File: config.mk
export PLATFORM = sky130hd
export DESIGN_NAME = mlfq_three_level_scheduler_top
export DESIGN_NICKNAME = d
export VERILOG_FILES = /design/src/mlfq_pkg.sv /design/src/mlfq_alu.sv /design/src/mlfq_level_fifo.sv /design/src/mlfq_ctrl.sv /design/src/mlfq_three_level_scheduler_top.sv
export SDC_FILE = /design/constraint.sdc
export NUM_CORES = 1
export LEC_CHECK = 0
export BUFFER_PORTS_ARGS = -buffer_cell sky130_fd_sc_hd__buf_2
export CORE_MARGIN = 1
export CORE_UTILIZATION = 40
export CTS_BUF_LIST = sky130_fd_sc_hd__clkbuf_8 sky130_fd_sc_hd__clkbuf_16
export CTS_CLUSTER_DIAMETER = 60
export CTS_CLUSTER_SIZE = 28
export DETAILED_ROUTE_END_ITERATION = 10
export MAX_ROUTING_LAYER = met4
export PLACE_DENSITY_LB_ADDON = 0.12
export SLEW_MARGIN = 10
export SYNTH_ARGS = -nofsm -noshare
export SYNTH_HDL_FRONTEND = slang
export SYNTH_SLANG_ARGS = --single-unit
File: constraint.sdc
create_clock -name clk -period 7.2 [get_ports clk]
set_input_delay 1.08 -clock clk [delete_from_list [all_inputs] [get_ports clk]]
set_output_delay 1.08 -clock clk [all_outputs]
set_load 0.03 [all_outputs]
File: src/mlfq_pkg.sv
// Shared types and constants for the three-level feedback-queue scheduler.
// Holds item and result structs, sequencer states and shared-unit requests.
// No dependencies.
package mlfq_pkg;

    localparam int LEVELS    = 3;
    localparam int BURST_W   = 12;
    localparam int TIME_W    = 16;
    localparam int SUM_W     = 19;
    localparam int QUANTUM_W = 8;
    localparam int JOB_W     = 3;
    localparam int LVL_W     = 2;
    localparam int CFG_IDX_W = 2;

    // Configuration register indexes
    localparam logic [CFG_IDX_W-1:0] CFG_QUANTUM1 = 2'd0;
    localparam logic [CFG_IDX_W-1:0] CFG_QUANTUM2 = 2'd1;
    localparam logic [CFG_IDX_W-1:0] CFG_QUANTUM3 = 2'd2;

    // Reset values of the quantum registers
    localparam logic [QUANTUM_W-1:0] QUANTUM1_RST = 8'd1;
    localparam logic [QUANTUM_W-1:0] QUANTUM2_RST = 8'd2;
    localparam logic [QUANTUM_W-1:0] QUANTUM3_RST = 8'd4;

    // Level indexes
    localparam logic [LVL_W-1:0] LVL_TOP    = 2'd0;
    localparam logic [LVL_W-1:0] LVL_MID    = 2'd1;
    localparam logic [LVL_W-1:0] LVL_BOTTOM = 2'd2;

    typedef enum logic {
        OP_LOAD     = 1'b0,
        OP_DISPATCH = 1'b1
    } op_t;

    typedef enum logic [1:0] {
        ST_SLICE   = 2'd0,
        ST_LOADED  = 2'd1,
        ST_REFUSED = 2'd2,
        ST_NONE    = 2'd3
    } status_t;

    typedef struct packed {
        op_t                op;
        logic [BURST_W-1:0] burst;
    } in_item_t;

    typedef struct packed {
        status_t            status;
        logic [LVL_W-1:0]   level;
        logic [JOB_W-1:0]   job;
        logic [TIME_W-1:0]  slice_start;
        logic [TIME_W-1:0]  slice_end;
        logic               finished;
        logic [TIME_W-1:0]  return_time;
        logic [TIME_W-1:0]  wait_time;
        logic [SUM_W-1:0]   total_wait;
        logic [SUM_W-1:0]   total_return;
    } out_item_t;

    typedef enum logic [3:0] {
        S_IDLE,
        S_PICK,
        S_CLAMP,
        S_ADV_NOW,
        S_UPD_REM,
        S_UPD_EXEC,
        S_CALC_WAIT,
        S_SUM_WAIT,
        S_SUM_RET
    } state_t;

    typedef enum logic {
        ALU_ADD,
        ALU_SUB
    } alu_op_t;

    typedef struct packed {
        alu_op_t          op;
        logic [SUM_W-1:0] a;
        logic [SUM_W-1:0] b;
    } alu_req_t;

    typedef struct packed {
        logic [SUM_W-1:0] y;
        logic             borrow;
    } alu_rsp_t;

    typedef struct packed {
        logic push;
        logic pop;
    } fifo_ctrl_t;

    typedef struct packed {
        logic empty;
        logic single;
    } fifo_stat_t;

endpackage

File: src/mlfq_alu.sv
// Shared add/subtract unit of the scheduler; the sequencer reuses it in each arithmetic step.
// Subtraction also reports a borrow, used as the less-than compare.
// Depends on mlfq_pkg.
module mlfq_alu
    import mlfq_pkg::*;
(
    input  alu_req_t req,
    output alu_rsp_t rsp
);

    logic [SUM_W:0] ext;

    // Add or subtract with one extra bit for the borrow
    always_comb
    begin
        case (req.op)
            ALU_ADD: ext = {1'b0, req.a} + {1'b0, req.b};
            ALU_SUB: ext = {1'b0, req.a} - {1'b0, req.b};
            default: ext = '0;
        endcase
        rsp.y      = ext[SUM_W-1:0];
        rsp.borrow = (req.op == ALU_SUB) && ext[SUM_W];
    end

endmodule

File: src/mlfq_level_fifo.sv
// Circular queue of job slots for one priority level.
// Head slot is read combinationally; push and pop may share a cycle.
// Depends on mlfq_pkg.
module mlfq_level_fifo
    import mlfq_pkg::*;
#(
    parameter int DEPTH  = 8,
    parameter int SLOT_W = 3
)
(
    input  logic              clk,
    input  logic              rst_n,
    input  fifo_ctrl_t        ctrl,
    input  logic [SLOT_W-1:0] push_slot,
    output fifo_stat_t        stat,
    output logic [SLOT_W-1:0] head_slot
);

    localparam int IDX_W = (DEPTH > 1) ? $clog2(DEPTH) : 1;
    localparam int CNT_W = $clog2(DEPTH + 1);

    logic [SLOT_W-1:0] mem_reg [DEPTH];
    logic [IDX_W-1:0]  head_reg;
    logic [IDX_W-1:0]  head_next;
    logic [CNT_W-1:0]  count_reg;
    logic [CNT_W-1:0]  count_next;
    logic [CNT_W:0]    tail_sum;
    logic [CNT_W:0]    tail_wrap;
    logic [IDX_W-1:0]  tail_idx;
    logic              push_ok;

    // Locate the tail, wrapping once past the end
    always_comb
    begin
        tail_sum  = (CNT_W+1)'(head_reg) + (CNT_W+1)'(count_reg);
        tail_wrap = (tail_sum >= (CNT_W+1)'(DEPTH)) ? tail_sum - (CNT_W+1)'(DEPTH) : tail_sum;
        tail_idx  = tail_wrap[IDX_W-1:0];
        push_ok   = ctrl.push && (count_reg < CNT_W'(DEPTH));
    end

    // Advance head and count
    always_comb
    begin
        head_next  = head_reg;
        count_next = count_reg;
        if (ctrl.pop)
        begin
            head_next = (head_reg == IDX_W'(DEPTH - 1)) ? '0 : head_reg + 1'b1;
        end
        count_next = count_reg + CNT_W'(push_ok) - CNT_W'(ctrl.pop);
    end

    always_ff @(posedge clk or negedge rst_n)
    begin
        if (!rst_n)
        begin
            head_reg  <= '0;
            count_reg <= '0;
        end
        else
        begin
            head_reg  <= head_next;
            count_reg <= count_next;
        end
    end

    // Store the pushed slot
    always_ff @(posedge clk)
    begin
        if (push_ok)
        begin
            mem_reg[tail_idx] <= push_slot;
        end
    end

    assign head_slot   = mem_reg[head_reg];
    assign stat.empty  = (count_reg == '0);
    assign stat.single = (count_reg == CNT_W'(1));

endmodule

File: src/mlfq_ctrl.sv
// Sequencer and job records of the scheduler: steps one dispatch through the
// shared add/subtract unit, keeps time, sums and per-slot records.
// Depends on mlfq_pkg; drives mlfq_alu and the three mlfq_level_fifo queues.
module mlfq_ctrl
    import mlfq_pkg::*;
#(
    parameter int MAX_JOBS = 8,
    parameter int SLOT_W   = 3,
    parameter int CNT_W    = 4
)
(
    input  logic                          clk,
    input  logic                          rst_n,
    input  logic                          start,
    input  in_item_t                      item,
    output logic                          busy,
    output logic                          done,
    output out_item_t                     result,
    input  logic                          cfg_we,
    input  logic [CFG_IDX_W-1:0]          cfg_index,
    input  logic [QUANTUM_W-1:0]          cfg_data,
    output alu_req_t                      alu_req,
    input  alu_rsp_t                      alu_rsp,
    output fifo_ctrl_t [LEVELS-1:0]       fifo_ctrl,
    output logic [SLOT_W-1:0]             push_slot,
    input  fifo_stat_t [LEVELS-1:0]       fifo_stat,
    input  logic [LEVELS-1:0][SLOT_W-1:0] head_slot
);

    state_t                state_reg;
    state_t                state_next;

    logic [TIME_W-1:0]     now_reg;
    logic [TIME_W-1:0]     now_next;
    logic [CNT_W-1:0]      jobs_reg;
    logic [CNT_W-1:0]      jobs_next;
    logic                  started_reg;
    logic                  started_next;
    logic [SUM_W-1:0]      sum_wait_reg;
    logic [SUM_W-1:0]      sum_wait_next;
    logic [SUM_W-1:0]      sum_return_reg;
    logic [SUM_W-1:0]      sum_return_next;
    logic [QUANTUM_W-1:0]  quantum_reg [LEVELS];
    logic [QUANTUM_W-1:0]  quantum_next [LEVELS];
    logic                  done_reg;
    logic                  done_next;
    out_item_t             result_reg;
    out_item_t             result_next;

    logic [SLOT_W-1:0]     slot_reg;
    logic [SLOT_W-1:0]     slot_next;
    logic [LVL_W-1:0]      level_reg;
    logic [LVL_W-1:0]      level_next;
    logic [QUANTUM_W-1:0]  q_reg;
    logic [QUANTUM_W-1:0]  q_next;
    logic                  unlimited_reg;
    logic                  unlimited_next;
    logic [BURST_W-1:0]    run_reg;
    logic [BURST_W-1:0]    run_next;
    logic [TIME_W-1:0]     start_time_reg;
    logic [TIME_W-1:0]     start_time_next;
    logic [TIME_W-1:0]     wait_reg;
    logic [TIME_W-1:0]     wait_next;
    logic                  left_reg;
    logic                  left_next;

    logic [BURST_W-1:0]    remaining_reg [MAX_JOBS];
    logic [BURST_W-1:0]    executed_reg [MAX_JOBS];
    logic [SLOT_W-1:0]     rec_addr;
    logic                  rem_we;
    logic                  exec_we;
    logic [BURST_W-1:0]    rem_wdata;
    logic [BURST_W-1:0]    exec_wdata;
    logic [BURST_W-1:0]    rem_rd;
    logic [BURST_W-1:0]    exec_rd;

    logic                  accept;
    logic                  any_ready;
    logic [LVL_W-1:0]      pick_lv;
    logic [LVL_W-1:0]      down_lv;
    logic                  slots_full;

    assign accept     = start && (state_reg == S_IDLE);
    assign rem_rd     = remaining_reg[slot_reg];
    assign exec_rd    = executed_reg[slot_reg];
    assign slots_full = (jobs_reg >= CNT_W'(MAX_JOBS));
    assign any_ready  = !fifo_stat[0].empty || !fifo_stat[1].empty || !fifo_stat[2].empty;
    assign down_lv    = (level_reg == LVL_BOTTOM) ? LVL_BOTTOM : level_reg + 1'b1;

    // Pick the highest non-empty level
    always_comb
    begin
        if (!fifo_stat[0].empty)
        begin
            pick_lv = LVL_TOP;
        end
        else if (!fifo_stat[1].empty)
        begin
            pick_lv = LVL_MID;
        end
        else
        begin
            pick_lv = LVL_BOTTOM;
        end
    end

    // Next state
    always_comb
    begin
        state_next = state_reg;
        case (state_reg)
            S_IDLE:
            begin
                if (accept && (item.op == OP_DISPATCH))
                begin
                    state_next = S_PICK;
                end
            end
            S_PICK:      state_next = any_ready ? S_CLAMP : S_IDLE;
            S_CLAMP:     state_next = S_ADV_NOW;
            S_ADV_NOW:   state_next = S_UPD_REM;
            S_UPD_REM:   state_next = S_UPD_EXEC;
            S_UPD_EXEC:  state_next = S_CALC_WAIT;
            S_CALC_WAIT: state_next = left_reg ? S_IDLE : S_SUM_WAIT;
            S_SUM_WAIT:  state_next = S_SUM_RET;
            S_SUM_RET:   state_next = S_IDLE;
            default:     state_next = S_IDLE;
        endcase
    end

    // Datapath and outputs per step
    always_comb
    begin
        now_next        = now_reg;
        jobs_next       = jobs_reg;
        started_next    = started_reg;
        sum_wait_next   = sum_wait_reg;
        sum_return_next = sum_return_reg;
        quantum_next    = quantum_reg;
        done_next       = 1'b0;
        result_next     = result_reg;
        slot_next       = slot_reg;
        level_next      = level_reg;
        q_next          = q_reg;
        unlimited_next  = unlimited_reg;
        run_next        = run_reg;
        start_time_next = start_time_reg;
        wait_next       = wait_reg;
        left_next       = left_reg;
        alu_req.op      = ALU_ADD;
        alu_req.a       = '0;
        alu_req.b       = '0;
        fifo_ctrl       = '0;
        push_slot       = slot_reg;
        rec_addr        = slot_reg;
        rem_we          = 1'b0;
        exec_we         = 1'b0;
        rem_wdata       = rem_rd;
        exec_wdata      = exec_rd;

        // Take configuration writes; unknown indexes are dropped
        if (cfg_we)
        begin
            case (cfg_index)
                CFG_QUANTUM1: quantum_next[0] = cfg_data;
                CFG_QUANTUM2: quantum_next[1] = cfg_data;
                CFG_QUANTUM3: quantum_next[2] = cfg_data;
                default:      ;
            endcase
        end

        case (state_reg)
            S_IDLE:
            begin
                if (accept)
                begin
                    if (item.op == OP_LOAD)
                    begin
                        result_next              = '0;
                        result_next.total_wait   = sum_wait_reg;
                        result_next.total_return = sum_return_reg;
                        done_next                = 1'b1;
                        if (started_reg || slots_full)
                        begin
                            result_next.status = ST_REFUSED;
                        end
                        else
                        begin
                            // Store the job and append it to the top level
                            rec_addr             = jobs_reg[SLOT_W-1:0];
                            rem_we               = 1'b1;
                            exec_we              = 1'b1;
                            rem_wdata            = item.burst;
                            exec_wdata           = '0;
                            push_slot            = jobs_reg[SLOT_W-1:0];
                            fifo_ctrl[0].push    = 1'b1;
                            jobs_next            = jobs_reg + 1'b1;
                            result_next.status   = ST_LOADED;
                            result_next.job      = JOB_W'(jobs_reg[SLOT_W-1:0]);
                        end
                    end
                    else
                    begin
                        started_next = 1'b1;
                    end
                end
            end
            S_PICK:
            begin
                if (!any_ready)
                begin
                    result_next              = '0;
                    result_next.status       = ST_NONE;
                    result_next.slice_start  = now_reg;
                    result_next.slice_end    = now_reg;
                    result_next.total_wait   = sum_wait_reg;
                    result_next.total_return = sum_return_reg;
                    done_next                = 1'b1;
                end
                else
                begin
                    // Pop the head and fix the slice limit
                    fifo_ctrl[pick_lv].pop = 1'b1;
                    slot_next       = head_slot[pick_lv];
                    level_next      = pick_lv;
                    q_next          = quantum_reg[pick_lv];
                    unlimited_next  = (quantum_reg[pick_lv] == '0) ||
                                      ((pick_lv == LVL_BOTTOM) && fifo_stat[2].single);
                    start_time_next = now_reg;
                end
            end
            S_CLAMP:
            begin
                // Compare quantum against remaining time
                alu_req.op = ALU_SUB;
                alu_req.a  = SUM_W'(q_reg);
                alu_req.b  = SUM_W'(rem_rd);
                run_next   = (!unlimited_reg && alu_rsp.borrow) ? BURST_W'(q_reg) : rem_rd;
            end
            S_ADV_NOW:
            begin
                alu_req.op = ALU_ADD;
                alu_req.a  = SUM_W'(now_reg);
                alu_req.b  = SUM_W'(run_reg);
                now_next   = alu_rsp.y[TIME_W-1:0];
            end
            S_UPD_REM:
            begin
                alu_req.op = ALU_SUB;
                alu_req.a  = SUM_W'(rem_rd);
                alu_req.b  = SUM_W'(run_reg);
                rem_we     = 1'b1;
                rem_wdata  = alu_rsp.y[BURST_W-1:0];
                left_next  = (alu_rsp.y[BURST_W-1:0] != '0);
            end
            S_UPD_EXEC:
            begin
                alu_req.op = ALU_ADD;
                alu_req.a  = SUM_W'(exec_rd);
                alu_req.b  = SUM_W'(run_reg);
                exec_we    = 1'b1;
                exec_wdata = alu_rsp.y[BURST_W-1:0];
            end
            S_CALC_WAIT:
            begin
                alu_req.op = ALU_SUB;
                alu_req.a  = SUM_W'(now_reg);
                alu_req.b  = SUM_W'(exec_rd);
                wait_next  = alu_rsp.y[TIME_W-1:0];
                if (left_reg)
                begin
                    // Push the unfinished job one level down (the bottom level keeps it) and report the slice
                    fifo_ctrl[down_lv].push  = 1'b1;
                    result_next              = '0;
                    result_next.status       = ST_SLICE;
                    result_next.level        = level_reg;
                    result_next.job          = JOB_W'(slot_reg);
                    result_next.slice_start  = start_time_reg;
                    result_next.slice_end    = now_reg;
                    result_next.total_wait   = sum_wait_reg;
                    result_next.total_return = sum_return_reg;
                    done_next                = 1'b1;
                end
            end
            S_SUM_WAIT:
            begin
                alu_req.op    = ALU_ADD;
                alu_req.a     = sum_wait_reg;
                alu_req.b     = SUM_W'(wait_reg);
                sum_wait_next = alu_rsp.y;
            end
            S_SUM_RET:
            begin
                alu_req.op               = ALU_ADD;
                alu_req.a                = sum_return_reg;
                alu_req.b                = SUM_W'(now_reg);
                sum_return_next          = alu_rsp.y;
                result_next              = '0;
                result_next.status       = ST_SLICE;
                result_next.level        = level_reg;
                result_next.job          = JOB_W'(slot_reg);
                result_next.slice_start  = start_time_reg;
                result_next.slice_end    = now_reg;
                result_next.finished     = 1'b1;
                result_next.return_time  = now_reg;
                result_next.wait_time    = wait_reg;
                result_next.total_wait   = sum_wait_reg;
                result_next.total_return = alu_rsp.y;
                done_next                = 1'b1;
            end
            default: ;
        endcase
    end

    // Control registers
    always_ff @(posedge clk or negedge rst_n)
    begin
        if (!rst_n)
        begin
            state_reg       <= S_IDLE;
            now_reg         <= '0;
            jobs_reg        <= '0;
            started_reg     <= 1'b0;
            sum_wait_reg    <= '0;
            sum_return_reg  <= '0;
            quantum_reg[0]  <= QUANTUM1_RST;
            quantum_reg[1]  <= QUANTUM2_RST;
            quantum_reg[2]  <= QUANTUM3_RST;
            done_reg        <= 1'b0;
        end
        else
        begin
            state_reg       <= state_next;
            now_reg         <= now_next;
            jobs_reg        <= jobs_next;
            started_reg     <= started_next;
            sum_wait_reg    <= sum_wait_next;
            sum_return_reg  <= sum_return_next;
            quantum_reg     <= quantum_next;
            done_reg        <= done_next;
        end
    end

    // Payload registers
    always_ff @(posedge clk)
    begin
        result_reg     <= result_next;
        slot_reg       <= slot_next;
        level_reg      <= level_next;
        q_reg          <= q_next;
        unlimited_reg  <= unlimited_next;
        run_reg        <= run_next;
        start_time_reg <= start_time_next;
        wait_reg       <= wait_next;
        left_reg       <= left_next;
    end

    // Job records
    always_ff @(posedge clk)
    begin
        if (rem_we)
        begin
            remaining_reg[rec_addr] <= rem_wdata;
        end
        if (exec_we)
        begin
            executed_reg[rec_addr] <= exec_wdata;
        end
    end

    assign busy   = (state_reg != S_IDLE);
    assign done   = done_reg;
    assign result = result_reg;

endmodule

File: src/mlfq_three_level_scheduler_top.sv
// Three-level feedback-queue scheduler, top level.
// A load is answered from the idle state; a dispatch steps through pick, clamp,
// time advance, remaining and executed updates and wait calculation, then wait
// and return sums for a finishing job, using the shared add/subtract unit.
// A new item may be taken in the strobe cycle. Reset (rst_n, async) empties all
// levels, clears time and totals, and restores quanta 1, 2 and 4.
module mlfq_three_level_scheduler_top
    import mlfq_pkg::*;
#(
    parameter int MAX_JOBS = 8
)
(
    input  logic                 clk,
    input  logic                 rst_n,
    input  logic                 start,
    input  in_item_t             item,
    output logic                 busy,
    output logic                 done,
    output out_item_t            result,
    input  logic                 cfg_we,
    input  logic [CFG_IDX_W-1:0] cfg_index,
    input  logic [QUANTUM_W-1:0] cfg_data
);

    localparam int SLOT_W = (MAX_JOBS > 1) ? $clog2(MAX_JOBS) : 1;
    localparam int CNT_W  = $clog2(MAX_JOBS + 1);

    alu_req_t                      alu_req;
    alu_rsp_t                      alu_rsp;
    fifo_ctrl_t [LEVELS-1:0]       fifo_ctrl;
    fifo_stat_t [LEVELS-1:0]       fifo_stat;
    logic [LEVELS-1:0][SLOT_W-1:0] head_slot;
    logic [SLOT_W-1:0]             push_slot;

    // Sequencer and records
    mlfq_ctrl #(
        .MAX_JOBS (MAX_JOBS),
        .SLOT_W   (SLOT_W),
        .CNT_W    (CNT_W)
    ) u_ctrl (
        .clk       (clk),
        .rst_n     (rst_n),
        .start     (start),
        .item      (item),
        .busy      (busy),
        .done      (done),
        .result    (result),
        .cfg_we    (cfg_we),
        .cfg_index (cfg_index),
        .cfg_data  (cfg_data),
        .alu_req   (alu_req),
        .alu_rsp   (alu_rsp),
        .fifo_ctrl (fifo_ctrl),
        .push_slot (push_slot),
        .fifo_stat (fifo_stat),
        .head_slot (head_slot)
    );

    // Shared arithmetic unit
    mlfq_alu u_alu (
        .req (alu_req),
        .rsp (alu_rsp)
    );

    // One queue per level
    for (genvar lv = 0; lv < LEVELS; lv++)
    begin : g_level
        mlfq_level_fifo #(
            .DEPTH  (MAX_JOBS),
            .SLOT_W (SLOT_W)
        ) u_fifo (
            .clk       (clk),
            .rst_n     (rst_n),
            .ctrl      (fifo_ctrl[lv]),
            .push_slot (push_slot),
            .stat      (fifo_stat[lv]),
            .head_slot (head_slot[lv])
        );
    end

endmodule

==> results of run 1 <==
## area by class of cell
type | instances | share of cell area
Clock inverter | 34 | 0.0136
Clock buffer | 44 | 0.0406
Tap cell | 765 | 0.0357
Inverter | 73 | 0.0102
Sequential cell | 545 | 0.588
Timing Repair Buffer | 183 | 0.0384
Multi-Input combinational cell | 928 | 0.273
## per-stage QoR
stage	hold WS [ns]	cell area (sq um)	std cells	setup slack, ns
6_report	0.451	26800	2572	1.28
5_1_grt	0.484	26800	2572	0.841
4_1_cts	0.449	26800	2572	1.29
3_5_place_dp	0.468	25400	2494	1.35
3_3_place_gp	0.462	25400	2494	1.42
2_1_floorplan	0.446	23700	1620	2.50
## how the worst max path moves through the flow
stage	slack (ns)	depth (start not counted)	to
2_1_floorplan	2.50	2	u_ctrl.result[0]
4_1_cts	1.29	16	u_ctrl.left_reg
3_5_place_dp	1.35	16	u_ctrl.left_reg
3_3_place_gp	1.42	16	u_ctrl.left_reg
5_1_grt	0.84	18	u_ctrl.left_reg
6_report	1.28	16	u_ctrl.left_reg
## routing by layer
layer	GRT usage	up-vias	part of all wire
li1	-	6429	-
met1	0.275	7146	0.44
met2	0.331	347	0.48
met3	0.0268	103	0.043
met4	0.0840	0	0.038
met5	-	-	0
## cell usage after synthesis (all sizes together), types with 10 or more instances
library cell	count
edfxtp	433
nand2	154
dfrtp	106
o21ai	106
nor2	100
inv	73
mux4	61
clkbuf	59
a21oi	48
ha	48
mux2i	47
mux2	44
and2	35
nor2b	23
xor2	21
a22o	19
xnor2	19
nor3	16
buf	15
o221ai	14
o22ai	14
a31oi	13
nand3	13
nand2b	12
a221o	11
a221oi	11
o211ai	10
## worst reg2reg max path: stages, from the launching register on
cell and delay [ns]:
dfxtp_2 0.85, buf_4 0.53, mux4_2 0.39, mux2i_1 0.37, o22ai_1 0.15, nor2_2 0.25
nand4_4 0.18, nor2_4 0.21, a21oi_1 0.10, xor2_1 0.15, ha_1 0.35, a21oi_1 0.18
nor3b_1 0.33, a21oi_1 0.18, xnor2_1 0.74, inv_1 0.13, or4_1 0.54
## cells by family (layout without fill, tap and decap cells)
| group | count (synthesis) | in the layout | synth area share |
|---|---|---|---|
| flops | 545 | 545 | 0.667 |
| simple gates | 385 | 385 | 0.0771 |
| compound gates | 296 | 296 | 0.0826 |
| mux | 152 | 152 | 0.102 |
| buf+inv | 147 | 334 | 0.0251 |
| fa+ha+maj | 55 | 55 | 0.0313 |
| xor+xnor | 40 | 40 | 0.0148 |
==> impl_metrics.toml, run 1 <==
[route]
via_count = 14000
wl_um = 60400
drtPass1Iterations = 5
antenna_left = 0
viasPerCell = 5.45
wl_per_cell_um = 23.5
drt_iter0_drc = 1024
route.detailed.drc = 0

[clock_tree]
ctsResizeCount = 0
cts_root_buf = "clkbuf_16"
post-cts-setup-buffers = 0
cts_made_buffers = 42
clock_sinks = 545
clk_latency_ns = 0.60
cts_buffer_depth = 3
cts_tree = "done"
clkTransAtPathRegs_ns = 0.10
htreeDepth = 2
postCtsHoldBufs = 0

[cells_and_area]
finalNetCount = 1855
fill_cells = 5232
diodes = 0
mostFrequentLayoutCells = "433 x edfxtp_1, 153 x nand2_1, 137 x buf_2"
utilization = 0.462
multi_input_area_sq_mm = 0.00733
seq_area_sq_mm = 0.0158
area_growth_pct = 13.4
largest_reg_flops = 110
layout_commonest_cell = "edfxtp_1"
drive_gt1_frac = 0.225

[floorplan]
die_h_um = 245
dieArea_sq_mm = 0.0602
core-area_sq_mm = 0.0581
fp-row-count = 88
dieWidth_um = 245
io_pins = 139
start_util = 0.407

[worst_setup_path]
worstPathRequired_ns = 7.52
r2r-end = "u_ctrl.left_reg"
crit_top_cell = "a21oi_1"
r2r_slack_ns = 1.28
crit_path_start_kind = "flop"
crit_buf_inv = 2
arrival_ns = 6.24
crit_slowest_cell = "dfxtp_2"
path_cells = "buf_4, mux4_2, mux2i_1, o22ai_1, nor2_2, nand4_4, nor2_4, a21oi_1, xor2_1, ha_1, a21oi_1, nor3b_1, a21oi_1, xnor2_1, inv_1, or4_1"
path_class = "reg2reg"
crit_fanout = 29
endpoint_kind = "flop"
reg2reg_depth = 16
cp_slowest_stage_delay_ns = 0.85
critical_path.top_delay_family = "simple AND/OR/NAND/NOR gates"

[sta]
tns_ns = 0
final.period_utilization = 0.822
fin_crit_ns = 5.92
rsz0062_at_grt = "no"
slew_viol_final = 0
slew_headroom = 0.271
setup_violations = 0
skew_ns = 0.0326
worst_slew_pin_slew_ns = 1.09
hold_viol = 0
max_freq_ghz = 0.169

[yosys]
synthArstFlopShare = 0.200
ys_seq_area_frac = 0.667
synthCells = 1620
avgSynthCellArea_sq_um = 14.6
synth.distinct_cells = 73
syn-cell-area_sq_mm = 0.0237
synthTopCellsByArea = "edfxtp_1 55%, dfrtp_1 11%, mux4_2 5.8%"
synth_top_area_frac = 0.549
synth_fp_nets = 1702
ys_warn_count = 0
synth_edf_count = 433
synth_top_area_cell = "edfxtp_1"
synthFlopType = "edfxtp_1"
ys_seq_elements = 545

[run_status]
status = "completed"

[global_route]
antenna_found_initial = 1
grt_remaining_overflow = 0
grt_use_total = 0.210
first_global_vias = 14000
grt_pass1_wl_um = 90800
grt_max_degree = 72

[placed_design]
dp_hpwl_um = 42400
gp_congestion = 0.918
portBuffers = 138

[flow_run]
drv_cap = 0

[hold_path]
min_path_type = "in2async"
Power of run 1 is not shown: default switching activity piles up to over one toggle a cycle in this logic, so the estimate is an artifact.
==> run 2: changes to the inputs <==
clock period = 5.1 ns   (was 7.2 ns; I/O delays follow)
==> impl_metrics.toml, run 2 (same netlist as run 1, synthesis figures left out) <==
[sta]
slew_headroom = 0.227
skew_ns = 0.0269
fin_crit_ns = 4.80
setup_ws_ns = 0.298
rsz0062_at_grt = "no"
final.period_utilization = 0.942
worst_slew_pin_slew_ns = 1.15
max_freq_ghz = 0.208
slew_viol_final = 0
hold_viol = 0
tns_ns = 0
setup_violations = 0

[worst_setup_path]
path_class = "reg2reg"
crit_slowest_cell = "mux4_2"
reg2reg_depth = 18
r2r-end = "u_ctrl.result[14]"
crit_buf_inv = 2
r2r_slack_ns = 0.30
crit_path_start_kind = "flop"
cp_slowest_stage_delay_ns = 0.57
endpoint_kind = "flop"
critical_path.top_delay_family = "compound AO/OA/AOI/OAI gates"
worstPathRequired_ns = 5.42
crit_fanout = 33
arrival_ns = 5.13
path_cells = "buf_12, mux4_2, mux2i_1, o22ai_1, nor2_2, nand4_4, nor2_4, a31oi_1, xnor2_1, ha_1, buf_4, a21oi_1, nor2_1, a21oi_1, o311a_1, o21ai_0, xnor2_1, o21ai_0"

[cells_and_area]
area_growth_pct = 16.7
seq_area_sq_mm = 0.0158
multi_input_area_sq_mm = 0.00736
layout_commonest_cell = "edfxtp_1"
drive_gt1_frac = 0.262
final_cell_area_sq_mm = 0.0276
largest_reg_flops = 110
fill_cells = 5153
finalNetCount = 1930
mostFrequentLayoutCells = "433 x edfxtp_1, 153 x nand2_1, 137 x buf_2"

[floorplan]
core-area_sq_mm = 0.0581
fp-row-count = 88
start_util = 0.407
dieArea_sq_mm = 0.0602
dieWidth_um = 245
io_pins = 139
die_h_um = 245

[global_route]
antenna_found_initial = 2
first_global_vias = 14500
grt_pass1_wl_um = 93600
grt_remaining_overflow = 0
grt_max_degree = 100
grt_use_total = 0.217

[placed_design]
post_dp_cell_area_sq_mm = 0.0260
dp_hpwl_um = 44700
pre_cts_slack_ns = 0.294
portBuffers = 138
gp_congestion = 0.924

[clock_tree]
htreeDepth = 2
post-cts-setup-buffers = 0
clk_latency_ns = 0.59
cts_tree = "done"
clock_sinks = 545
cts_buffer_depth = 3
postCtsHoldBufs = 0
cts_root_buf = "clkbuf_16"
ctsResizeCount = 0
cts_made_buffers = 43
clkTransAtPathRegs_ns = 0.09

[route]
route.detailed.drc = 0
drt_iter0_drc = 1205
wl_per_cell_um = 23.7
viasPerCell = 5.43
antenna_left = 0
via_count = 14400
wl_um = 62600
drtPass1Iterations = 5

[run_status]
status = "completed"

[flow_run]
drv_cap = 0

[hold_path]
min_path_type = "in2async"
run 2: how the worst max path moves through the flow:
| stage | depth (start not counted) | end | slack, ns | start |
|---|---|---|---|---|
| after detailed placement | 16 | u_ctrl.executed_reg[7][11] | 0.29 | flop |
| after floorplan | 17 | u_ctrl.run_reg[7] | 0.48 | flop |
| after global placement | 18 | u_ctrl.result[14] | 0.35 | flop |
| final | 18 | u_ctrl.result[14] | 0.30 | flop |
| after CTS | 16 | u_ctrl.executed_reg[1][11] | 0.25 | flop |
| after global routing | 18 | u_ctrl.left_reg | 0.006 | flop |
run 2: layout make-up:
| class | instances | area share |
|---|---|---|
| clock inverter | 31 | 0.0154 |
| multi-input combinational | 928 | 0.266 |
| inverter | 73 | 0.0100 |
| clock buffer | 48 | 0.0427 |
| sequential | 545 | 0.572 |
| antenna | 2 | 0.000181 |
| tap | 765 | 0.0346 |
| timing repair buffer | 257 | 0.0588 |
run 2: metal layers:
layer	track usage	up-vias	share of wire
met5	-	-	0
met4	0.0559	0	0.026
met3	0.0365	95	0.051
met2	0.353	376	0.49
met1	0.281	7309	0.43
li1	-	6597	-
run 2: worst reg2reg max path: stages, from the launching register on:
cell     delay, ns
dfxtp_2       0.35
buf_12        0.27
mux4_2        0.61
mux2i_1       0.42
o22ai_1       0.18
nor2_2        0.18
nand4_4       0.14
nor2_4        0.24
a31oi_1       0.13
xnor2_1       0.22
ha_1          0.29
buf_4         0.16
a21oi_1       0.24
nor2_1        0.09
a21oi_1       0.16
o311a_1       0.23
o21ai_0       0.11
xnor2_1       0.40
o21ai_0       0.14
run 2: metrics by stage:
step / cells / hold WS (ns) / utilization
6_report: 2649 / 0.270 / 0.475
3_3_place_gp: 2568 / 0.460 / 0.447
3_5_place_dp: 2568 / 0.469 / 0.447
5_1_grt: 2648 / 0.329 / 0.475
2_1_floorplan: 1620 / 0.446 / -
4_1_cts: 2647 / 0.276 / 0.475
Power of run 2 is left out for the same reason.
==> run 3: changes to the inputs <==
SKIP_CTS_REPAIR_TIMING = 1   (was not set)
clock period = 5 ns   (was 5.1 ns; I/O delays follow)
==> impl_metrics.toml, run 3 (same netlist as run 1, synthesis figures left out) <==
[run_status]
status = "completed"

[clock_tree]
clkTransAtPathRegs_ns = 0.09
cts_made_buffers = 41
cts_tree = "done"
clk_latency_ns = 0.60
cts_buffer_depth = 3
cts_root_buf = "clkbuf_16"
htreeDepth = 2
clock_sinks = 545

[route]
drtPass1Iterations = 7
antenna_left = 0
via_count = 14400
drt_iter0_drc = 1077
wl_um = 62800
route.detailed.drc = 0
viasPerCell = 5.42
wl_per_cell_um = 23.6

[cells_and_area]
drive_gt1_frac = 0.272
fill_cells = 5085
area_growth_pct = 17.5
mostFrequentLayoutCells = "433 x edfxtp_1, 153 x nand2_1, 137 x buf_2"
multi_input_area_sq_mm = 0.00740
seq_area_sq_mm = 0.0158
finalNetCount = 1943
largest_reg_flops = 110
layout_commonest_cell = "edfxtp_1"

[floorplan]
die_h_um = 245
dieWidth_um = 245
core-area_sq_mm = 0.0581
io_pins = 139
dieArea_sq_mm = 0.0602
start_util = 0.407
fp-row-count = 88

[global_route]
grt_remaining_overflow = 0
first_global_vias = 14600
grt_max_degree = 106
grt_pass1_wl_um = 93700
antenna_found_initial = 2
grt_use_total = 0.217

[placed_design]
pre_cts_slack_ns = -0.0976
gp_congestion = 0.920
dp_hpwl_um = 44800
portBuffers = 138

[sta]
max_freq_ghz = 0.210
hold_viol = 0
rsz0062_at_grt = "no"
setup_violations = 0
worst_slew_pin_slew_ns = 1.10
skew_ns = 0.0297
final.period_utilization = 0.953
slew_headroom = 0.256
slew_viol_final = 0
fin_crit_ns = 4.77
setup_ws_ns = 0.234

[worst_setup_path]
arrival_ns = 5.02
path_class = "reg2reg"
crit_fanout = 9
crit_path_start_kind = "flop"
endpoint_kind = "flop"
worstPathRequired_ns = 5.26

[hold_path]
min_path_type = "in2async"

[flow_run]
drv_cap = 0
==> run 3: changes by cell type in the layout (fill, tap and decap cells not counted), sizes merged <==
cell / before / now
diode: 2 / 1
inv: 91 / 89
clkbuf: 48 / 46
buf: 257 / 270
clkinvlp: 3 / 1
clkinv: 7 / 12
==> run 3: final timing paths <==
path                            cells after the start                    start                             to  slack (ns)
worst min-delay path                                1                    rst_n      u_ctrl.sum_return_reg[15]         0.1
min in group clk                                    2              cfg_data[5]         u_ctrl.quantum_reg[13]        0.41
worst max register to register                     16                     flop      u_ctrl.executed_reg[3][5]        0.23
max in group asynchronous                           2                    rst_n  g_level[1].u_fifo.head_reg[1]        3.94
worst min register to register                      0  u_ctrl.sum_wait_reg[17]              u_ctrl.result[36]        0.48
worst max-delay path                               16                     flop      u_ctrl.executed_reg[3][5]        0.23
==> run 3: per-layer routing <==
metal | routed length [um] | global-route usage | share of wire | vias to the layer above
met5 | 0 | - | 0 | -
met4 | 1770 | 0.0610 | 0.028 | 0
met3 | 3090 | 0.0341 | 0.049 | 94
met2 | 31100 | 0.357 | 0.50 | 396
met1 | 26800 | 0.277 | 0.43 | 7303
li1 | - | - | - | 6627
==> run 3: final cells by class <==
cell class,count,area share
Clock buffer,44,0.0392
Clock inverter,32,0.0166
Multi-Input combinational cell,928,0.266
Timing Repair Buffer,272,0.0652
Tap cell,765,0.0344
Inverter,73,0.00994
Antenna cell,1,0.0000900
Sequential cell,545,0.568
==> run 3: critical path, cell delays in order (launching register included) <==
cell and delay, ns:
dfxtp_4 0.44, clkbuf_16 0.20, mux4_2 0.50, mux2i_1 0.30, o22ai_1 0.18, nor2_2 0.13, ha_1 0.23, a21oi_1 0.26
ha_1 0.28, nor2b_1 0.13, o21a_1 0.18, o21ai_1 0.23, nand2b_1 0.09, a21oi_1 0.18, xor2_1 0.14, buf_4 0.19
o22ai_1 0.75
==> run 3: metrics by stage <==
stage	area, sq um	setup TNS, ns	cells	hold WS, ns	util
floorplan	23700	0	1620	0.446	-
global placement	26100	0	2580	0.465	0.449
detailed placement	26100	-1.15	2580	0.470	0.449
CTS	27700	-2.01	2656	0.0865	0.476
global route	27800	0	2660	0.104	0.478
finish	27800	0	2660	0.0965	0.478
Power of run 3 is left out for the same reason.
